<file path="config.mk">
export PLATFORM = sky130hd
export DESIGN_NAME = ist_ctrl
export DESIGN_NICKNAME = d
export VERILOG_FILES = /design/src/hw/rtl/ist_pkg.sv /design/src/hw/rtl/ist_ctrl.sv
export SDC_FILE = /design/constraint.sdc
export NUM_CORES = 1
export LEC_CHECK = 0
export ABC_AREA = 1
export BUFFER_PORTS_ARGS = -buffer_cell sky130_fd_sc_hd__buf_2
export CAP_MARGIN = 20
export CORE_AREA = 3 3 40 42
export CTS_BUF_LIST = sky130_fd_sc_hd__clkbuf_16
export CTS_CLUSTER_DIAMETER = 80
export DETAILED_ROUTE_END_ITERATION = 8
export DIE_AREA = 0 0 43 45
export GPL_TIMING_DRIVEN = 0
export PLACE_DENSITY = 0.45
export REMOVE_ABC_BUFFERS = 1
export SLEW_MARGIN = 20
export SYNTH_ARGS = -nofsm -noshare
export SYNTH_HDL_FRONTEND = slang
export SYNTH_SLANG_ARGS = --single-unit
</file>
<file path="constraint.sdc">
create_clock -name clk -period 1.3 [get_ports clk]
set_clock_uncertainty 0.05 [all_clocks]
set_input_delay 0.065 -clock clk [delete_from_list [all_inputs] [get_ports clk]]
set_output_delay 0.065 -clock clk [all_outputs]
set_load 0.01 [all_outputs]
</file>
<file path="src/hw/rtl/ist_pkg.sv">
// ----------------------------------------------------------------------------
// ist_pkg: shared types and constants of the interval set table
// Field widths, request and status codes, and the controller/datapath links.
// ----------------------------------------------------------------------------
package ist_pkg;

  localparam int VAL_W             = 63;
  localparam int IDX_W             = 6;
  localparam int CNT_W             = 7;
  localparam int TYPE_W            = 3;
  localparam int MAX_INTERVALS_DEF = 64;

  typedef logic [VAL_W-1:0] val_t;

  typedef enum logic [TYPE_W-1:0] {
    OP_INSERT     = 3'd0,
    OP_FIND       = 3'd1,
    OP_DELETE     = 3'd2,
    OP_SUBTRACT   = 3'd3,
    OP_COVERS     = 3'd4,
    OP_FIRST_END  = 3'd5,
    OP_LAST_BEGIN = 3'd6,
    OP_READ       = 3'd7
  } op_t;

  typedef enum logic [1:0] {
    ST_OK        = 2'd0,
    ST_MISS      = 2'd1,
    ST_FULL      = 2'd2,
    ST_BAD_INDEX = 2'd3
  } status_code_t;

  typedef struct packed {
    val_t b;
    val_t e;
  } span_t;

  typedef struct packed {
    logic load;
    logic step;
    logic step2;
    logic finish;
    logic commit;
  } ist_cmd_t;

  typedef struct packed {
    logic scan_done;
    logic need2;
    logic out_free;
  } ist_stat_t;

endpackage

</file>
<file path="src/hw/rtl/ist_ctrl.sv">
// ----------------------------------------------------------------------------
// ist_ctrl: sequencer of the interval set table
// Steps the datapath through one scan of the table per request.
// ----------------------------------------------------------------------------
module ist_ctrl import ist_pkg::*; (
  input  logic      clk,
  input  logic      rst,
  input  logic      req_valid,
  output logic      req_ready,
  input  ist_stat_t stat,
  output ist_cmd_t  cmd
);

  typedef enum logic [5:0] {
    S_IDLE  = 6'b000001,
    S_SCAN  = 6'b000010,
    S_PROC  = 6'b000100,
    S_PROC2 = 6'b001000,
    S_FIN   = 6'b010000,
    S_CMT   = 6'b100000
  } state_t;

  state_t state, state_next;

  always_ff @(posedge clk) begin
    if (rst) begin
      state <= S_IDLE;
    end else begin
      state <= state_next;
    end
  end

  always_comb begin
    state_next = state;
    cmd        = '0;
    req_ready  = 1'b0;
    unique case (state)
      S_IDLE: begin
        req_ready = 1'b1;
        if (req_valid) begin
          cmd.load   = 1'b1;
          state_next = S_SCAN;
        end
      end
      // The entry at the scan index is read here; its data is ready next cycle.
      S_SCAN: begin
        state_next = stat.scan_done ? S_FIN : S_PROC;
      end
      S_PROC: begin
        cmd.step   = 1'b1;
        state_next = stat.need2 ? S_PROC2 : S_SCAN;
      end
      S_PROC2: begin
        cmd.step2  = 1'b1;
        state_next = S_SCAN;
      end
      S_FIN: begin
        cmd.finish = 1'b1;
        state_next = S_CMT;
      end
      S_CMT: begin
        if (stat.out_free) begin
          cmd.commit = 1'b1;
          state_next = S_IDLE;
        end
      end
      default: state_next = S_IDLE;
    endcase
  end

endmodule

</file>
* After elaboration in Yosys (flattened, before gate mapping)
Index checks and enable logic that the tools add are counted.
Word-level totals: register bits after elaboration 6
Cells by class: equal/unequal tests 8, muxes and demuxes 13, reduce and logical (&&, ||, !) cells 1
Operators with widths (count):
- 6-bit one-hot mux with 6 select lines | 1
- 6-bit two-way mux | 2
- 1-bit two-way mux | 8
- 6-bit by 1-bit == test with 1-bit output (second input constant) | 1
- 6-bit by 2-bit == test with 1-bit output (second input constant) | 1
- 6-bit by 3-bit == test with 1-bit output (second input constant) | 1
- 6-bit by 4-bit == test with 1-bit output (second input constant) | 1
- 6-bit by 5-bit == test with 1-bit output (second input constant) | 1
- 6-bit == test (second input constant) | 1
- 5-bit two-way mux | 1
- 4-bit two-way mux | 1
- 2-bit != test (second input constant) | 2
- 2-bit AND reduction | 1

* Depth between registers and ports, before layout
Gate-level depths: netlist of run 1.
depth after elaboration 3, gate-level depth with buffers 7

* Worst setup path before layout of run 1
No wires, ideal clock.
path kind register to register, start register state[3], end register state[0], data arrival time 836 ps, data required time 1135 ps, setup slack 299 ps, cell stages (with the launch flop) 7, path buffers 0, cells stage by stage dfxtp_1 -> nor2_4 -> nand4_1 -> nand2_1 -> inv_1 -> nand2_1 -> nand2_1
On the way: word-level cells in the longest chain between the ends 3, elaborated cells on any way between the ends 10, those cells by class eq/ne (8); mux (1); reduce/logical (1)
RTL lines:
- start: declaration | line ist_ctrl.sv:23 | state_t state, state_next;
- start signal: assignment | line ist_ctrl.sv:29 | state <= state_next;
- 6-bit == test / 6-bit by 1-bit == test with 1-bit output (equally long branches) | line ist_ctrl.sv:37 | unique case (state)
- 2-bit != test (no line)
- 2-bit AND reduction (no line)
Several ways; a longest one is shown, not always the timed one. A chain may end at the register's enable or synchronous reset.

==> flow_summary_export.csv, run 1 <==
group,metric,value,unit
layout,nets,81,
grt,grt_first_pass_wirelength,1.46,mm
critical_path,crit_arrival,1.12,ns
critical_path,critPathLaunchType,"flip-flop",
layout,antennaDiodeCount,0,
grt,grt_max_degree,9,
cts,clockRootBuffer,"clkbuf_16",
synth,syn_inst,55,
grt,grt_usage,10.6,%
die,rows,13,
detailed_routing,drc,0,
cts,insertion_delay,0.23,ns
detailed_routing,routedWlPerCell,9.40,um
hold_path,min_to,"state[2]$_SDFFE_PP0P_",
cts,clk_pin_slew,0.03,ns
timing,finalHoldViolCount,0,
pwr,combPwrFrac,19.7,%
run,cap_violations,0,
cts,cts_max_level,1,
layout,drive_above_1_share,34.2,%
pwr,finalPower,895,uW
pwr,power.leakage,0.000298,uW
timing,setup_ws,0.0682,ns
detailed_routing,num_vias,404,
status,outcome,"completed",
pwr,p_sw_share,25.4,%
timing,max_freq,812,MHz
detailed_routing,wirelength,827,um
timing,final.setup.tns,0,ns
placed_design,place.gp.congestion,0.693,
synth,synth_top_area_share,33.1,%
synth,netlist_area,363,sq um
critical_path,cp_data_required_time,1.19,ns
detailed_routing,ant_nets,0,
critical_path,path_cells,"nor2_4 -> nand3_2 -> nor2_1 -> buf_2",
layout,largest_reg_flops,6,
hold_path,hold_depth,2,
critical_path,path_buf_inv,1,
grt,gr-total-overflow,0,
synth,synth_seq_cells,6,
timing,finalCritPeriodShare,94.8,%
synth,ys_types,13,
critical_path,cp_max_fo,7,
placed_design,dp.final_hpwl,630,um
timing,worst_slew_pin_slew,0.186,ns
timing,finalSetupViolations,0,
pwr,clkPwrFrac,55.4,%
critical_path,regToRegEndpoint,"state[0]$_SDFFE_PP1P_",
critical_path,crit_type,"reg -> out",
critical_path,cpMaxStageDelayCell,"dfxtp_1",
synth,synth.area.top_cells,"dfxtp_1 33%, inv_1 12%, nor2_4 9.3%",
timing,max_slew_margin,87.6,%
pwr,p_per_area,1640,nW/um^2
die,ioPinCount,12,
hold_path,hp-class,"in -> reg",
detailed_routing,first_pass_iters,3,
pwr,internal_power,668,uW
critical_path,crit_family,"simple AND/OR/NAND/NOR gates",
critical_path,r2r_cells,7,
pwr,p_switching,227,uW
placed_design,dpl_worst_slack,0.173,ns
pwr,max-vdd-ir-drop,0.000798,V
critical_path,reg2reg_from,"state[5]$_SDFFE_PP0P_",
die,core_area,1280,sq um
hold_path,min_from,"rst",
critical_path,cp_slowest_stage_delay,0.33,ns
die,die_h,45,um
cts,cts_made_buffers,3,
synth,syn_area_per_cell,6.60,sq um
detailed_routing,drt_iter0_markers,6,
detailed_routing,vias_per_cell,4.59,
timing,slew_violations,0,
critical_path,cp-end-kind,"output pin",
grt,first_global_vias,349,
timing,period_needed,1.23,ns
cts,clock-sinks,6,
critical_path,r2r_setup_slack,0.14,ns
synth,yosysWarningCount,0,
placed_design,io_buffer_count,11,
layout,largestRegisters,"state: 6 flops",
die,die_w,43,um
die,die-area,1940,sq um
layout,top_register,"state",
pwr,power_frac_seq,24.9,%
grt,antenna_found_initial,0,
cts,cts.path.max_buffers,2,
synth,netlist.top_cell.by_area,"dfxtp_1",
die,start_util,28.2,%
synth,yosysSeqAreaShare,33.1,%
cts,cts_tree,"built",
layout,area_growth,50.7,%
==> power groups by stage <==
stage	combinational, uW	clock (uW)	sequential [uW]
global placement	169	0	223
global route	201	515	225
floorplan	121	0	222
finish	176	496	223
CTS	172	505	221
detailed placement	169	0	224
==> cells in the final DEF (no fill, tap or decap) <==
cell type      netlist  layout
a21oi_1              2       2
buf_2                0      11
buf_4                0       3
clkbuf_16            0       3
dfxtp_1              6       4
dfxtp_2              0       2
dlygate4sd3_1        0       1
inv_1               12      12
inv_2                1       1
nand2_1              6       6
nand3_1              6       6
nand3_2              1       1
nand4_1              5       5
nor2_1               8       8
nor2_2               1       1
nor2_4               3       3
nor3_1               3       3
o21ai_0              1       1
==> cells by family (layout without fill, tap and decap cells) <==
family	Yosys count	in the layout	share of synthesized area (%)
buffers and inverters	13	31	13.4
flip-flops	6	6	33.1
AND/OR/NAND/NOR	33	33	49.3
AO/OA/AOI/OAI	3	3	4.14
==> metal layers <==
metal	wire [um]	vias up	global-route usage (%)	part of all wire [%]
met1	393	171	13.5	48
met2	359	12	14.1	43
met3	53	4	3.59	6.4
li1	-	217	-	-
met4	20	0	9.04	2.4
met5	0	-	0	0
==> worst max-delay path by stage <==
stage / from / end / depth (start not counted)
2_1_floorplan: state[3]$_SDFFE_PP0P_ / state[0]$_SDFFE_PP1P_ / 6
3_3_place_gp: state[4]$_SDFFE_PP0P_ / state[0]$_SDFFE_PP1P_ / 6
3_5_place_dp: state[3]$_SDFFE_PP0P_ / state[0]$_SDFFE_PP1P_ / 6
4_1_cts: state[3]$_SDFFE_PP0P_ / cmd[4] / 4
5_1_grt: state[5]$_SDFFE_PP0P_ / cmd[4] / 4
6_report: state[5]$_SDFFE_PP0P_ / cmd[4] / 4
==> what timing repair did <==
action,in CTS,in global routing
hold buffers,1,0
hold endpoints to repair,1,0
endpoints found under the setup margin,0,5
resized for setup,0,2
buffers inserted,0,3
==> worst reg2reg max path, cell delays in order (launching register included) <==
cell	delay, ns
dfxtp_1	0.33
nor2_4	0.19
buf_4	0.14
nand3_1	0.08
nand3_1	0.09
nor2_1	0.05
nand2_1	0.06
nand2_1	0.05
==> synth_stat cells <==
master,n
nor3_1,3
nor2_1,8
nor2_2,1
nor2_4,3
inv_2,1
nand3_1,6
dfxtp_1,6
nand3_2,1
nand4_1,5
o21ai_0,1
nand2_1,6
a21oi_1,2
inv_1,12
==> metrics by stage <==
step	instance area, sq um	instances	util (%)	hold WS (ns)
floorplan	363	55	-	0.0841
global placement	437	81	34.0	0.203
detailed placement	437	81	34.0	0.206
CTS	522	85	40.6	0.0340
global route	547	88	42.6	0.0506
finish	547	88	42.6	0.0338
==> layout make-up <==
| class | instances | area, sq um |
|---|---|---|
| sequential | 6 | 123 |
| clock buffer | 3 | 75.1 |
| timing repair buffer | 15 | 87.6 |
| fill | 138 | 738 |
| tap | 15 | 18.8 |
| inverter | 13 | 48.8 |
| multi-input combinational | 36 | 194 |
Note: power is estimated with default switching activity, not from simulation.
==> inputs of run 2 (changes only) <==
- ABC_AREA: 1 -> not set
- PLACE_DENSITY: 0.45 -> 0.48
==> run 2 against run 1 <==
Net effect:
- the flow now finishes with violations (setup timing)
- sequential power grew 74%
- highest routed layer is now met3
- largest power group is now combinational cells
- critical path type unchanged
- critical path depth is the same
- global-route usage grew 0.83 points
- sequential share of layout area shrank 2.0 points
- combinational power grew to 3.8 times the previous value
- setup slack lost 0.21 ns
==> flow_summary_export.csv, run 2 <==
group,metric,value,unit
cts,clockRootBuffer,"clkbuf_16",
critical_path,crit_arrival,1.33,ns
critical_path,cp_max_fo,3,
layout,drive_above_1_share,59.7,%
cts,insertion_delay,0.23,ns
die,die_w,43,um
die,start_util,31.1,%
die,ioPinCount,12,
timing,final.setup.tns,-0.359,ns
pwr,power.leakage,0.000298,uW
pwr,internal_power,1050,uW
critical_path,critPathLaunchType,"flip-flop",
cts,cts.path.max_buffers,2,
layout,mostFrequentLayoutCells,"11 x buf_2, 7 x buf_4, 5 x dfxtp_4, 4 x nor2_1",
synth,yosysSeqAreaShare,30.1,%
synth,syn_area_per_cell,8.68,sq um
synth,synth_top_area_share,30.1,%
detailed_routing,routedWlPerCell,12.0,um
timing,finalHoldViolCount,0,
layout,mostFrequentLayoutCell,"buf_2",
grt,grt_usage,11.4,%
detailed_routing,wirelength,980,um
die,rows,13,
timing,worst_slew_pin_slew,0.272,ns
pwr,combPwrFrac,43.4,%
pwr,p_sw_share,32.0,%
synth,synth_seq_cells,6,
placed_design,dpl_worst_slack,-0.140,ns
detailed_routing,drt_iter0_markers,4,
pwr,p_per_area,2260,nW/um^2
layout,antennaDiodeCount,0,
layout,largestRegisters,"state: 6 flops",
synth,yosysWarningCount,0,
detailed_routing,vias_per_cell,5.04,
layout,nets,75,
synth,synth-async-reset-ratio,0,%
layout,top_register,"state",
detailed_routing,drc,0,
detailed_routing,num_vias,413,
die,core_area,1280,sq um
die,die-area,1940,sq um
die,die_h,45,um
synth,synth_edf_count,0,
grt,antenna_found_initial,0,
grt,grt_first_pass_wirelength,1.68,mm
synth,syn_inst,46,
grt,grt_max_degree,12,
hold_path,hp-class,"in -> reg",
critical_path,r2r_cells,5,
placed_design,io_buffer_count,11,
synth,ys_types,28,
pwr,clkPwrFrac,31.4,%
detailed_routing,ant_nets,0,
critical_path,r2r_setup_slack,-0.09,ns
critical_path,cp_data_required_time,1.19,ns
cts,cts_max_level,1,
cts,cts_made_buffers,3,
layout,largest_reg_flops,6,
layout,fill_cells,116,
cts,clock-sinks,6,
placed_design,dp.final_hpwl,597,um
cts,cts_tree,"built",
timing,finalCritPeriodShare,111,%
hold_path,hold_depth,2,
grt,gr-total-overflow,0,
synth,netlist_area,399,sq um
synth,yosys_most_used_dff,"dfxtp_1",
pwr,finalPower,1550,uW
layout,area_growth,71.5,%
synth,netlist.top_cell.by_area,"dfxtp_1",
detailed_routing,first_pass_iters,4,
layout,fin_area,684,sq um
timing,period_needed,1.45,ns
pwr,max-vdd-ir-drop,0.00160,V
synth,synth.area.top_cells,"dfxtp_1 30%, nor4_2 6.3%, buf_6 5.6%",
status,outcome,"finished, violations left",
grt,first_global_vias,415,
timing,finalSetupViolations,5,
critical_path,reg2reg_from,"state[2]$_SDFFE_PP0P_",
placed_design,place.gp.congestion,0.675,
synth,netlist_top_cells_count,"6 x dfxtp_1, 6 x nor2_1, 3 x inv_1",
timing,max_freq,692,MHz
status,violations,"setup timing",
placed_design,placed_area,445,sq um
timing,max_slew_margin,81.6,%
pwr,power_frac_seq,25.2,%
timing,grt_setup_unrepaired,"yes",
pwr,p_switching,494,uW
layout,utilization,53.3,%
cts,clk_pin_slew,0.03,ns
run,cap_violations,0,
critical_path,crit_type,"reg -> out",
hold_path,min_to,"state[5]$_SDFFE_PP0P_",
critical_path,regToRegEndpoint,"state[0]$_SDFFE_PP1P_",
timing,setup_ws,-0.146,ns
critical_path,cp-end-kind,"output pin",
hold_path,min_from,"rst",
timing,slew_violations,0,
run 2: cell types whose count changed after synthesis, sizes merged, moves of 3 or more:
| cell | previous run | this run |
|---|---|---|
| nand3 | 7 | 1 |
| inv | 13 | 3 |
| nand2 | 6 | 1 |
| nand4 | 5 | 0 |
| buf | 0 | 3 |
| nor2 | 12 | 6 |
run 2: worst max path at each step:
| stage | slack (ns) | to | startpoint |
|---|---|---|---|
| 2_1_floorplan | 0.002 | state[0]$_SDFFE_PP1P_ | state[3]$_SDFFE_PP0P_ |
| 3_3_place_gp | -0.16 | state[0]$_SDFFE_PP1P_ | state[0]$_SDFFE_PP1P_ |
| 3_5_place_dp | -0.14 | state[0]$_SDFFE_PP1P_ | state[0]$_SDFFE_PP1P_ |
| 4_1_cts | -0.14 | cmd[4] | state[2]$_SDFFE_PP0P_ |
| 5_1_grt | -0.22 | cmd[4] | state[2]$_SDFFE_PP0P_ |
| 6_report | -0.15 | cmd[4] | state[4]$_SDFFE_PP0P_ |
run 2: critical path: stages (launching register included):
cell and delay (ns):
dfxtp_4 0.36, nor4_4 0.28, and3b_2 0.24, and2_1 0.11, buf_2 0.12
run 2: cells by family (layout without fill, tap and decap cells):
kind of cell	count (synthesis)	in the layout	synth area share (%)
AOI/OAI and AO/OA	8	8	16.0
xor gates and xnor gates	2	2	4.39
buffers and inverters	6	27	9.72
DFF	6	6	30.1
and+or+nand+nor	24	24	39.8
run 2: power groups by stage:
stage	Sequential [uW]	Clock, uW	Combinational, uW
floorplan	310	0	321
global placement	345	0	411
detailed placement	336	0	410
CTS	356	498	586
global route	404	503	747
finish	389	486	670
run 2: layout make-up:
type	instances	area, sq um	area share, %
Multi-Input combinational cell	34	299	43.7
Sequential cell	6	140	20.5
Timing Repair Buffer	21	140	20.5
Clock buffer	3	75.1	11.0
Tap cell	15	18.8	2.74
Inverter	3	11.3	1.65
run 2: timing repair:
item	CTS	global route
hold buffers	1	0
endpoints found under the hold margin	1	0
setup buffers	8	1
pin swaps	7	2
resized for setup	15	9
setup endpoints to repair	8	12
run 2: through the flow:
stage | std cells | hold WS [ns]
2_1_floorplan | 43 | 0.0874
3_3_place_gp | 69 | 0.190
3_5_place_dp | 69 | 0.194
4_1_cts | 81 | 0.00107
5_1_grt | 82 | 0.0271
6_report | 82 | 0.0138
run 2: routing by layer:
| metal | up-vias | share of wire [%] | routed length [um] | track usage, % |
|---|---|---|---|---|
| li1 | 211 | - | - | - |
| met1 | 192 | 45 | 438 | 13.8 |
| met2 | 10 | 48 | 473 | 18.9 |
| met3 | 0 | 6.9 | 68 | 4.78 |
| met4 | 0 | 0 | 0 | 3.01 |
| met5 | - | 0 | 0 | 0 |
